===== src/hw/rtl/qebd_pkg.sv =====
// Shared types, constants and the Gray transition table of the encoder decoder.
package qebd_pkg;

  localparam int unsigned PENDING_WIDTH_DEF = 16;
  localparam int unsigned TIME_WIDTH_DEF    = 32;

  localparam int unsigned CFG_DATA_WIDTH  = 16;
  localparam int unsigned CFG_INDEX_WIDTH = 2;
  localparam int unsigned STEP_CFG_WIDTH  = 5;
  localparam int unsigned RESIDUE_WIDTH   = 5;
  localparam int unsigned NOW_WIDTH       = 32;
  localparam int unsigned DETENT_WIDTH    = 8;

  typedef enum logic [CFG_INDEX_WIDTH-1:0] {
    CFG_STEPS_PER_DETENT = 2'd0,
    CFG_LONG_HOLD_MS     = 2'd1,
    CFG_DEBOUNCE_MS      = 2'd2
  } cfg_index_t;

  localparam logic [STEP_CFG_WIDTH-1:0] STEPS_RESET     = 5'd4;
  localparam logic [STEP_CFG_WIDTH-1:0] STEPS_MIN       = 5'd1;
  localparam logic [STEP_CFG_WIDTH-1:0] STEPS_MAX       = 5'd16;
  localparam logic [15:0]               LONG_HOLD_RESET = 16'd800;
  localparam logic [15:0]               DEBOUNCE_RESET  = 16'd40;
  localparam logic [1:0]                PHASE_IDLE      = 2'b11;
  localparam int                        DETENT_CLAMP    = 127;

  // Step for a phase transition, indexed by {previous, current}; -1, 0 or +1.
  function automatic logic signed [1:0] gray_step(input logic [3:0] idx);
    logic signed [1:0] s;
    case (idx)
      4'd1, 4'd7, 4'd8, 4'd14: s = -2'sd1;
      4'd2, 4'd4, 4'd11, 4'd13: s = 2'sd1;
      default:                 s = 2'sd0;
    endcase
    return s;
  endfunction

  typedef struct packed {
    logic                 mode;
    logic                 phase_a;
    logic                 phase_b;
    logic                 button_level;
    logic [NOW_WIDTH-1:0] now_ms;
    logic                 take_step;
    logic                 take_click;
    logic                 take_long;
  } req_t;

endpackage


===== src/hw/rtl/qebd_if.sv =====
// Request and result channel interfaces of the encoder decoder.
interface qebd_req_if;
  logic        valid;
  logic        ready;
  logic        mode;
  logic        phase_a;
  logic        phase_b;
  logic        button_level;
  logic [31:0] now_ms;
  logic        take_step;
  logic        take_click;
  logic        take_long;

  modport source (output valid, mode, phase_a, phase_b, button_level, now_ms,
                  take_step, take_click, take_long, input ready);
  modport sink   (input valid, mode, phase_a, phase_b, button_level, now_ms,
                  take_step, take_click, take_long, output ready);
endinterface

interface qebd_rsp_if;
  logic              valid;
  logic              ready;
  logic signed [7:0] detent_step;
  logic              click_event;
  logic              long_press_event;

  modport source (output valid, detent_step, click_event, long_press_event, input ready);
  modport sink   (input valid, detent_step, click_event, long_press_event, output ready);
endinterface


===== src/hw/rtl/quadrature_encoder_button_decoder_top.sv =====
// Top level of the quadrature encoder and push button decoder.
//
//   channel  direction  payload
//   req      sink       mode, phase_a, phase_b, button_level, now_ms, take_*
//   rsp      source     detent_step, click_event, long_press_event
//   cfg      write      cfg_we, cfg_index, cfg_data
//
// One request per cycle while the result channel is not stalled; each result passes through
// the input register and the result register. The rate is set by the state update between
// them. Synchronous reset returns the decoder state to the idle encoder and the configuration
// to its defaults. A stalled result holds; the input register still takes a request while the
// result register drains in the same cycle.
module quadrature_encoder_button_decoder_top #(
  parameter int unsigned PENDING_WIDTH = qebd_pkg::PENDING_WIDTH_DEF,
  parameter int unsigned TIME_WIDTH    = qebd_pkg::TIME_WIDTH_DEF
) (
  input  logic                                  clk,
  input  logic                                  rst,
  qebd_req_if.sink                              req,
  qebd_rsp_if.source                            rsp,
  input  logic                                  cfg_we,
  input  logic [qebd_pkg::CFG_INDEX_WIDTH-1:0]  cfg_index,
  input  logic [qebd_pkg::CFG_DATA_WIDTH-1:0]   cfg_data
);

  localparam logic signed [PENDING_WIDTH-1:0] PEND_MAX =
    PENDING_WIDTH'((64'sd1 <<< (PENDING_WIDTH - 1)) - 64'sd1);
  localparam logic signed [PENDING_WIDTH-1:0] PEND_CLAMP =
    PENDING_WIDTH'(qebd_pkg::DETENT_CLAMP);

  // Configuration registers
  logic [qebd_pkg::STEP_CFG_WIDTH-1:0] steps_per_detent;
  logic [15:0]                         long_hold_ms;
  logic [15:0]                         debounce_ms;

  // Decoder state
  logic [1:0]                                prev_phase, prev_phase_next;
  logic signed [qebd_pkg::RESIDUE_WIDTH-1:0] detent_residue, detent_residue_next;
  logic signed [PENDING_WIDTH-1:0]           pending_steps, pending_steps_next;
  logic                                      last_button, last_button_next;
  logic                                      button_held, button_held_next;
  logic                                      long_sent, long_sent_next;
  logic [TIME_WIDTH-1:0]                     press_time, press_time_next;
  logic                                      click_pending, click_pending_next;
  logic                                      long_pending, long_pending_next;

  // Input register and result register
  qebd_pkg::req_t    s1;
  logic              s1_valid;
  logic              s1_adv;
  logic              out_valid;
  logic signed [7:0] detent_out, detent_next;
  logic              click_out, click_next;
  logic              long_out, long_next;

  // Working signals
  logic [qebd_pkg::STEP_CFG_WIDTH-1:0] k_eff;
  logic signed [1:0]                   step;
  logic signed [qebd_pkg::RESIDUE_WIDTH:0] res_sum, k_s;
  logic                                net_up, net_down;
  logic [TIME_WIDTH-1:0]               now_t, press_eff, hold_diff, dur;
  logic [TIME_WIDTH-1:0]               long_hold_t, debounce_t;
  logic                                press_edge, release_edge, held_eff, sent_eff;

  assign s1_adv    = s1_valid && (!out_valid || rsp.ready);
  assign req.ready = !s1_valid || s1_adv;

  assign rsp.valid            = out_valid;
  assign rsp.detent_step      = detent_out;
  assign rsp.click_event      = click_out;
  assign rsp.long_press_event = long_out;

  always_ff @(posedge clk) begin
    if (rst) begin
      steps_per_detent <= qebd_pkg::STEPS_RESET;
      long_hold_ms     <= qebd_pkg::LONG_HOLD_RESET;
      debounce_ms      <= qebd_pkg::DEBOUNCE_RESET;
    end else if (cfg_we) begin
      unique case (cfg_index)
        qebd_pkg::CFG_STEPS_PER_DETENT:
          steps_per_detent <= cfg_data[qebd_pkg::STEP_CFG_WIDTH-1:0];
        qebd_pkg::CFG_LONG_HOLD_MS: long_hold_ms <= cfg_data;
        qebd_pkg::CFG_DEBOUNCE_MS:  debounce_ms  <= cfg_data;
        default: ;
      endcase
    end
  end

  always_ff @(posedge clk) begin
    if (req.valid && req.ready) begin
      s1.mode         <= req.mode;
      s1.phase_a      <= req.phase_a;
      s1.phase_b      <= req.phase_b;
      s1.button_level <= req.button_level;
      s1.now_ms       <= req.now_ms;
      s1.take_step    <= req.take_step;
      s1.take_click   <= req.take_click;
      s1.take_long    <= req.take_long;
    end
    if (s1_adv) begin
      detent_out <= detent_next;
      click_out  <= click_next;
      long_out   <= long_next;
    end
  end

  always_ff @(posedge clk) begin
    if (rst) begin
      s1_valid       <= 1'b0;
      out_valid      <= 1'b0;
      prev_phase     <= qebd_pkg::PHASE_IDLE;
      detent_residue <= '0;
      pending_steps  <= '0;
      last_button    <= 1'b1;
      button_held    <= 1'b0;
      long_sent      <= 1'b0;
      press_time     <= '0;
      click_pending  <= 1'b0;
      long_pending   <= 1'b0;
    end else begin
      if (req.ready) begin
        s1_valid <= req.valid;
      end
      if (s1_adv) begin
        out_valid <= 1'b1;
      end else if (rsp.ready) begin
        out_valid <= 1'b0;
      end
      if (s1_adv) begin
        prev_phase     <= prev_phase_next;
        detent_residue <= detent_residue_next;
        pending_steps  <= pending_steps_next;
        last_button    <= last_button_next;
        button_held    <= button_held_next;
        long_sent      <= long_sent_next;
        press_time     <= press_time_next;
        click_pending  <= click_pending_next;
        long_pending   <= long_pending_next;
      end
    end
  end

  always_comb begin
    prev_phase_next     = prev_phase;
    detent_residue_next = detent_residue;
    pending_steps_next  = pending_steps;
    last_button_next    = last_button;
    button_held_next    = button_held;
    long_sent_next      = long_sent;
    press_time_next     = press_time;
    click_pending_next  = click_pending;
    long_pending_next   = long_pending;
    detent_next         = '0;
    click_next          = 1'b0;
    long_next           = 1'b0;

    // Detent size is clamped into its legal range.
    if (steps_per_detent < qebd_pkg::STEPS_MIN) begin
      k_eff = qebd_pkg::STEPS_MIN;
    end else if (steps_per_detent > qebd_pkg::STEPS_MAX) begin
      k_eff = qebd_pkg::STEPS_MAX;
    end else begin
      k_eff = steps_per_detent;
    end
    k_s  = $signed({1'b0, k_eff});
    step = qebd_pkg::gray_step({prev_phase, s1.phase_a, s1.phase_b});
    res_sum = {detent_residue[qebd_pkg::RESIDUE_WIDTH-1], detent_residue}
            + {{(qebd_pkg::RESIDUE_WIDTH-1){step[1]}}, step};
    net_up   = res_sum >= k_s;
    net_down = !net_up && (res_sum <= -k_s);

    now_t        = s1.now_ms[TIME_WIDTH-1:0];
    long_hold_t  = TIME_WIDTH'(long_hold_ms);
    debounce_t   = TIME_WIDTH'(debounce_ms);
    press_edge   = !s1.button_level && last_button;
    release_edge = s1.button_level && !last_button;
    held_eff     = button_held || press_edge;
    sent_eff     = long_sent && !press_edge;
    press_eff    = press_edge ? now_t : press_time;
    hold_diff    = now_t - press_eff;
    dur          = (now_t >= press_time) ? (now_t - press_time) : '0;

    if (!s1.mode) begin
      prev_phase_next = {s1.phase_a, s1.phase_b};
      if (net_up) begin
        detent_residue_next = qebd_pkg::RESIDUE_WIDTH'(res_sum - k_s);
        if (pending_steps < PEND_MAX) begin
          pending_steps_next = pending_steps + PENDING_WIDTH'(1);
        end
      end else if (net_down) begin
        detent_residue_next = qebd_pkg::RESIDUE_WIDTH'(res_sum + k_s);
        if (pending_steps > -PEND_MAX) begin
          pending_steps_next = pending_steps - PENDING_WIDTH'(1);
        end
      end else begin
        detent_residue_next = qebd_pkg::RESIDUE_WIDTH'(res_sum);
      end

      button_held_next = held_eff;
      long_sent_next   = sent_eff;
      press_time_next  = press_eff;
      if (!s1.button_level && held_eff && !sent_eff && hold_diff >= long_hold_t) begin
        long_pending_next = 1'b1;
        long_sent_next    = 1'b1;
      end
      if (release_edge) begin
        // A release that follows a long press never gives a click.
        if (button_held && !long_sent && dur >= debounce_t && dur < long_hold_t) begin
          click_pending_next = 1'b1;
        end
        button_held_next = 1'b0;
        long_sent_next   = 1'b0;
      end
      last_button_next = s1.button_level;
    end else begin
      if (s1.take_step) begin
        if (pending_steps > PEND_CLAMP) begin
          detent_next = 8'sd127;
        end else if (pending_steps < -PEND_CLAMP) begin
          detent_next = -8'sd127;
        end else begin
          detent_next = pending_steps[qebd_pkg::DETENT_WIDTH-1:0];
        end
        pending_steps_next = '0;
      end
      if (s1.take_click) begin
        click_next         = click_pending;
        click_pending_next = 1'b0;
      end
      if (s1.take_long) begin
        long_next         = long_pending;
        long_pending_next = 1'b0;
      end
    end
  end

endmodule

===== src/flat_wrapper.sv =====
// flat-port wrapper written by rule: the top's interface ports become plain ports
module quadrature_encoder_button_decoder_top_flat 
#(
  parameter int unsigned PENDING_WIDTH = qebd_pkg::PENDING_WIDTH_DEF,
  parameter int unsigned TIME_WIDTH    = qebd_pkg::TIME_WIDTH_DEF
)
  (clk, rst, cfg_we, cfg_index, cfg_data, req_valid, req_mode, req_phase_a, req_phase_b, req_button_level, req_now_ms, req_take_step, req_take_click, req_take_long, req_ready, rsp_valid, rsp_detent_step, rsp_click_event, rsp_long_press_event, rsp_ready);
  qebd_req_if req_i ();
  qebd_rsp_if rsp_i ();
  input  logic clk;
  input  logic rst;
  input  logic cfg_we;
  input  logic [qebd_pkg::CFG_INDEX_WIDTH-1:0] cfg_index;
  input  logic [qebd_pkg::CFG_DATA_WIDTH-1:0] cfg_data;
  input wire logic [$bits(req_i.valid)-1:0] req_valid;
  input wire logic [$bits(req_i.mode)-1:0] req_mode;
  input wire logic [$bits(req_i.phase_a)-1:0] req_phase_a;
  input wire logic [$bits(req_i.phase_b)-1:0] req_phase_b;
  input wire logic [$bits(req_i.button_level)-1:0] req_button_level;
  input wire logic [$bits(req_i.now_ms)-1:0] req_now_ms;
  input wire logic [$bits(req_i.take_step)-1:0] req_take_step;
  input wire logic [$bits(req_i.take_click)-1:0] req_take_click;
  input wire logic [$bits(req_i.take_long)-1:0] req_take_long;
  output wire logic [$bits(req_i.ready)-1:0] req_ready;
  output wire logic [$bits(rsp_i.valid)-1:0] rsp_valid;
  output wire logic [$bits(rsp_i.detent_step)-1:0] rsp_detent_step;
  output wire logic [$bits(rsp_i.click_event)-1:0] rsp_click_event;
  output wire logic [$bits(rsp_i.long_press_event)-1:0] rsp_long_press_event;
  input wire logic [$bits(rsp_i.ready)-1:0] rsp_ready;
  assign req_i.valid = req_valid;
  assign req_i.mode = req_mode;
  assign req_i.phase_a = req_phase_a;
  assign req_i.phase_b = req_phase_b;
  assign req_i.button_level = req_button_level;
  assign req_i.now_ms = req_now_ms;
  assign req_i.take_step = req_take_step;
  assign req_i.take_click = req_take_click;
  assign req_i.take_long = req_take_long;
  assign req_ready = req_i.ready;
  assign rsp_valid = rsp_i.valid;
  assign rsp_detent_step = rsp_i.detent_step;
  assign rsp_click_event = rsp_i.click_event;
  assign rsp_long_press_event = rsp_i.long_press_event;
  assign rsp_i.ready = rsp_ready;
  quadrature_encoder_button_decoder_top #(.PENDING_WIDTH(PENDING_WIDTH), .TIME_WIDTH(TIME_WIDTH)) u_core (.clk(clk), .rst(rst), .req(req_i), .rsp(rsp_i), .cfg_we(cfg_we), .cfg_index(cfg_index), .cfg_data(cfg_data));
endmodule

===== config.mk =====
export PLATFORM = sky130hd
export DESIGN_NAME = quadrature_encoder_button_decoder_top_flat
export DESIGN_NICKNAME = d
export VERILOG_FILES = /design/src/hw/rtl/qebd_pkg.sv /design/src/hw/rtl/qebd_if.sv /design/src/hw/rtl/quadrature_encoder_button_decoder_top.sv /design/src/flat_wrapper.sv
export SDC_FILE = /design/constraint.sdc
export NUM_CORES = 1
export LEC_CHECK = 0
export ABC_AREA = 1
export BUFFER_PORTS_ARGS = -buffer_cell sky130_fd_sc_hd__buf_2
export CORE_ASPECT_RATIO = 0.6
export CORE_MARGIN = 10
export CORE_UTILIZATION = 45
export CTS_CLUSTER_SIZE = 40
export DETAILED_ROUTE_END_ITERATION = 8
export PLACE_DENSITY_LB_ADDON = 0.25
export SYNTH_ARGS = -nofsm -noshare
export SYNTH_HDL_FRONTEND = slang
export SYNTH_SLANG_ARGS = --single-unit

===== constraint.sdc =====
create_clock -name clk -period 6.7 [get_ports clk]
set_input_delay 2.01 -clock clk [delete_from_list [all_inputs] [get_ports clk]]
set_output_delay 2.01 -clock clk [all_outputs]
set_load 0.05 [all_outputs]

==> flow_summary.toml <==
[run_status]
status = "complete, no violations"

[sta]
hold_slack_ps = 463
slew_headroom_pct = 31.5
finalCriticalPeriod_ps = 5260
finClkSkew_ps = 13.0
setup_viol = 0
setup_slack_ps = 1440
worst_slew_pin_slew_ps = 1030
tns_ps = 0
hold_viol = 0
drv_slew = 0
max_freq_mhz = 190
finalCritPeriodShare_pct = 78.5
rsz0062_at_grt = "no"

[route]
via_count = 12700
drt-vias-per-instance = 5.43
finalWirelength_microns = 39900
first_iter_violations = 1170
first_pass_iters = 5
ant_nets = 0
wire_per_inst_microns = 17.0
drc = 0

[synthesis]
yosys_warnings = 0
postSynthCellCount = 1902
synth_cell_types = 61
ys_seq_area_share_pct = 27.1
synth_edf_count = 49
syn_area_sq_mm = 0.0127
syn-mean-instance-area_sq_um = 6.69
ys_async_sr_fraction_pct = 0
synth_fp_nets = 2116
ys_ff_latch = 148
synth_top_flop_cell = "dfxtp_1"

[cts]
h-tree-depth = 4
clock-sinks = 148
clkTransAtPathRegs_ps = 70
post-cts-setup-buffers = 0
root_buffer = "clkbuf_16"
hold_buffers = 0
cts_buffer_depth = 2
insertion_delay_ps = 460
tritoncts = "yes"
cts_resized = 0
cts_made_buffers = 17

[placed_design]
port_buffers = 73
placed_cells = 2312
gp_congestion = 0.993
dp_hpwl_microns = 32100
placed_cell_area_sq_mm = 0.0134
pre_cts_ws_ps = 1570

[setup_path]
cp_data_required_time_ps = 7070
cp.arrival_ps = 5630
worst_setup_path_end_kind = "flop"
cp_common_cell = "a21oi_1"
worst-setup-path-type = "flop to flop"
critPathMaxFanout = 19
slowest_stage = "fa_1"
start_kind = "flop"
max_stage_delay_ps = 450

[power_and_ir_drop]
p_seq_share_pct = 29.5
power_switching_mw = 1.41
combPwrFrac_pct = 41.8
swShare_pct = 40.8
p_leak_nw = 6.72
clockPowerShare_pct = 28.7
p_total_mw = 3.45
power_per_cell_area_mw_per_mm2 = 246
internal_power_mw = 2.04
ir_drop_v = 0.000176

[cells_and_area]
area_growth_pct = 10.3
final_util_pct = 50.7
finalNonFillerCells = 2344
drive_gt1_share_pct = 7.94
final_nets = 2178
fillers = 2791
final_cell_area_sq_mm = 0.0140
n_antenna_cell = 0

[floorplan]
core_area_sq_mm = 0.0277
ioPinCount = 74
initial_core_util_pct = 45.9
fp-row-count = 47
die_h_microns = 150
die_x_microns = 237
die_area_sq_mm = 0.0356

[grt]
grt_pass1_wl_microns = 62100
grt_start_max_net_pins = 54
grt_pass1_vias = 11300
grt_use_total_pct = 22.0
grt_overflow = 0
antenna_found_initial = 0

[worst_hold_path]
holdCritPathClass = "flop to flop"

[flow_run]
drv_cap = 0
-- state kept, by name, summed over array words and instances (netlist names), 2 cells and up --
name,flops
u_core.prev_phase,2
u_core.s1,7
u_core.press_time,32
u_core.detent_residue,5
u_core.long_hold_ms,16
u_core.steps_per_detent,5
u_core.pending_steps,16
u_core.debounce_ms,16
u_core.rsp.detent_step,8
u_core.now_t,32
-- synthesized netlist by cell type (3+ instances only) --
| library cell | number | area [sq um] |
|---|---|---|
| a21oi_1 | 206 | 1030 |
| a21o_1 | 7 | 52.6 |
| nor2_2 | 4 | 25.0 |
| a21oi_2 | 7 | 61.3 |
| dfxtp_1 | 99 | 1980 |
| edfxtp_1 | 49 | 1470 |
| nor3_1 | 18 | 90.1 |
| clkbuf_1 | 29 | 109 |
| nand4_1 | 20 | 125 |
| nand2_1 | 539 | 2020 |
| ha_1 | 146 | 1830 |
| o21bai_1 | 10 | 75.1 |
| nand2_2 | 7 | 43.8 |
| o21ai_0 | 114 | 571 |
| inv_1 | 256 | 961 |
| o21ai_2 | 5 | 43.8 |
| o211ai_1 | 16 | 120 |
| nor2_1 | 155 | 582 |
| nor4_1 | 5 | 31.3 |
| fa_1 | 6 | 120 |
| o21a_1 | 4 | 30.0 |
| a211oi_1 | 4 | 30.0 |
| nand3_1 | 89 | 445 |
| a31oi_1 | 3 | 18.8 |
| xor2_1 | 29 | 254 |
| nand3b_1 | 12 | 90.1 |
| xnor2_1 | 11 | 96.3 |
| or2_2 | 7 | 43.8 |
-- layout by cell type (no fill, tap or decap), drive strengths merged, types with 2 or more instances in the layout --
cell type,count
nand3,92
a31oi,3
nand3b,12
o21bai,12
clkbuf,22
o211ai,16
a32oi,2
fa,6
dfxtp,99
buf,77
o21a,4
xor2,29
o31ai,2
nand2,548
nor4,5
xnor2,11
clkinvlp,2
o21ai,121
a21boi,2
a211oi,4
ha,146
a21oi,213
clkinv,4
and2,2
edfxtp,49
nand4,21
or2,9
a21o,7
a22oi,2
inv,265
nor2,160
o2111ai,2
nor3,19
-- layout make-up --
| type | instances | area (sq um) | share of cell area (%) |
|---|---|---|---|
| well taps | 367 | 459 | 3.27 |
| multi-input cells | 1458 | 8140 | 58.0 |
| clock buffers | 22 | 507 | 3.61 |
| inverters | 262 | 991 | 7.06 |
| repair buffers | 77 | 395 | 2.82 |
| flip-flops and latches | 148 | 3450 | 24.6 |
| clock inverters | 10 | 90.1 | 0.642 |
-- power by group through the flow --
stage,combinational [mW],sequential [mW],clock (mW)
6_report,1.44,1.02,0.990
5_1_grt,1.61,1.02,1.05
4_1_cts,1.41,1.02,1.00
3_5_place_dp,1.40,1.04,0
3_3_place_gp,1.38,1.03,0
2_1_floorplan,1.03,1.03,0
-- critical path, delay by kind of cell (launching register included) --
family | cells | cell delay (ps)
xor gates and xnor gates | 3 | 670
AOI/OAI and AO/OA | 9 | 1400
buffers and inverters | 3 | 180
DFF | 1 | 400
and+or+nand+nor | 8 | 860
adders and majority gates | 5 | 1660
-- worst paths after layout --
path / from / end / slack, ps / cells after the start
setup / recovery: u_core.s1[36] / u_core.pending_steps[14] / 1440 / 28
hold / removal: u_core.debounce_ms[15] / u_core.debounce_ms[15] / 460 / 2
setup reg to reg: u_core.s1[36] / u_core.pending_steps[14] / 1440 / 28
hold reg to reg: u_core.debounce_ms[15] / u_core.debounce_ms[15] / 460 / 2
-- per-layer routing --
metal | track usage [%] | vias to the layer above | wire [microns]
met5 | 0 | - | 0
met4 | 4.19 | 0 | 371
met3 | 6.70 | 29 | 3900
met2 | 28.2 | 484 | 14500
met1 | 34.1 | 5804 | 21200
li1 | - | 6409 | -
-- kinds of logic after synthesis --
group | share of synthesized area [%]
flip-flops | 27.1
XOR/XNOR | 2.75
buffers and inverters | 8.92
AND/OR/NAND/NOR | 28.5
other | 0.0295
AO/OA/AOI/OAI | 17.3
adder cells (fa/ha/maj) | 15.3
Note: power is estimated with default switching activity, not from simulation.
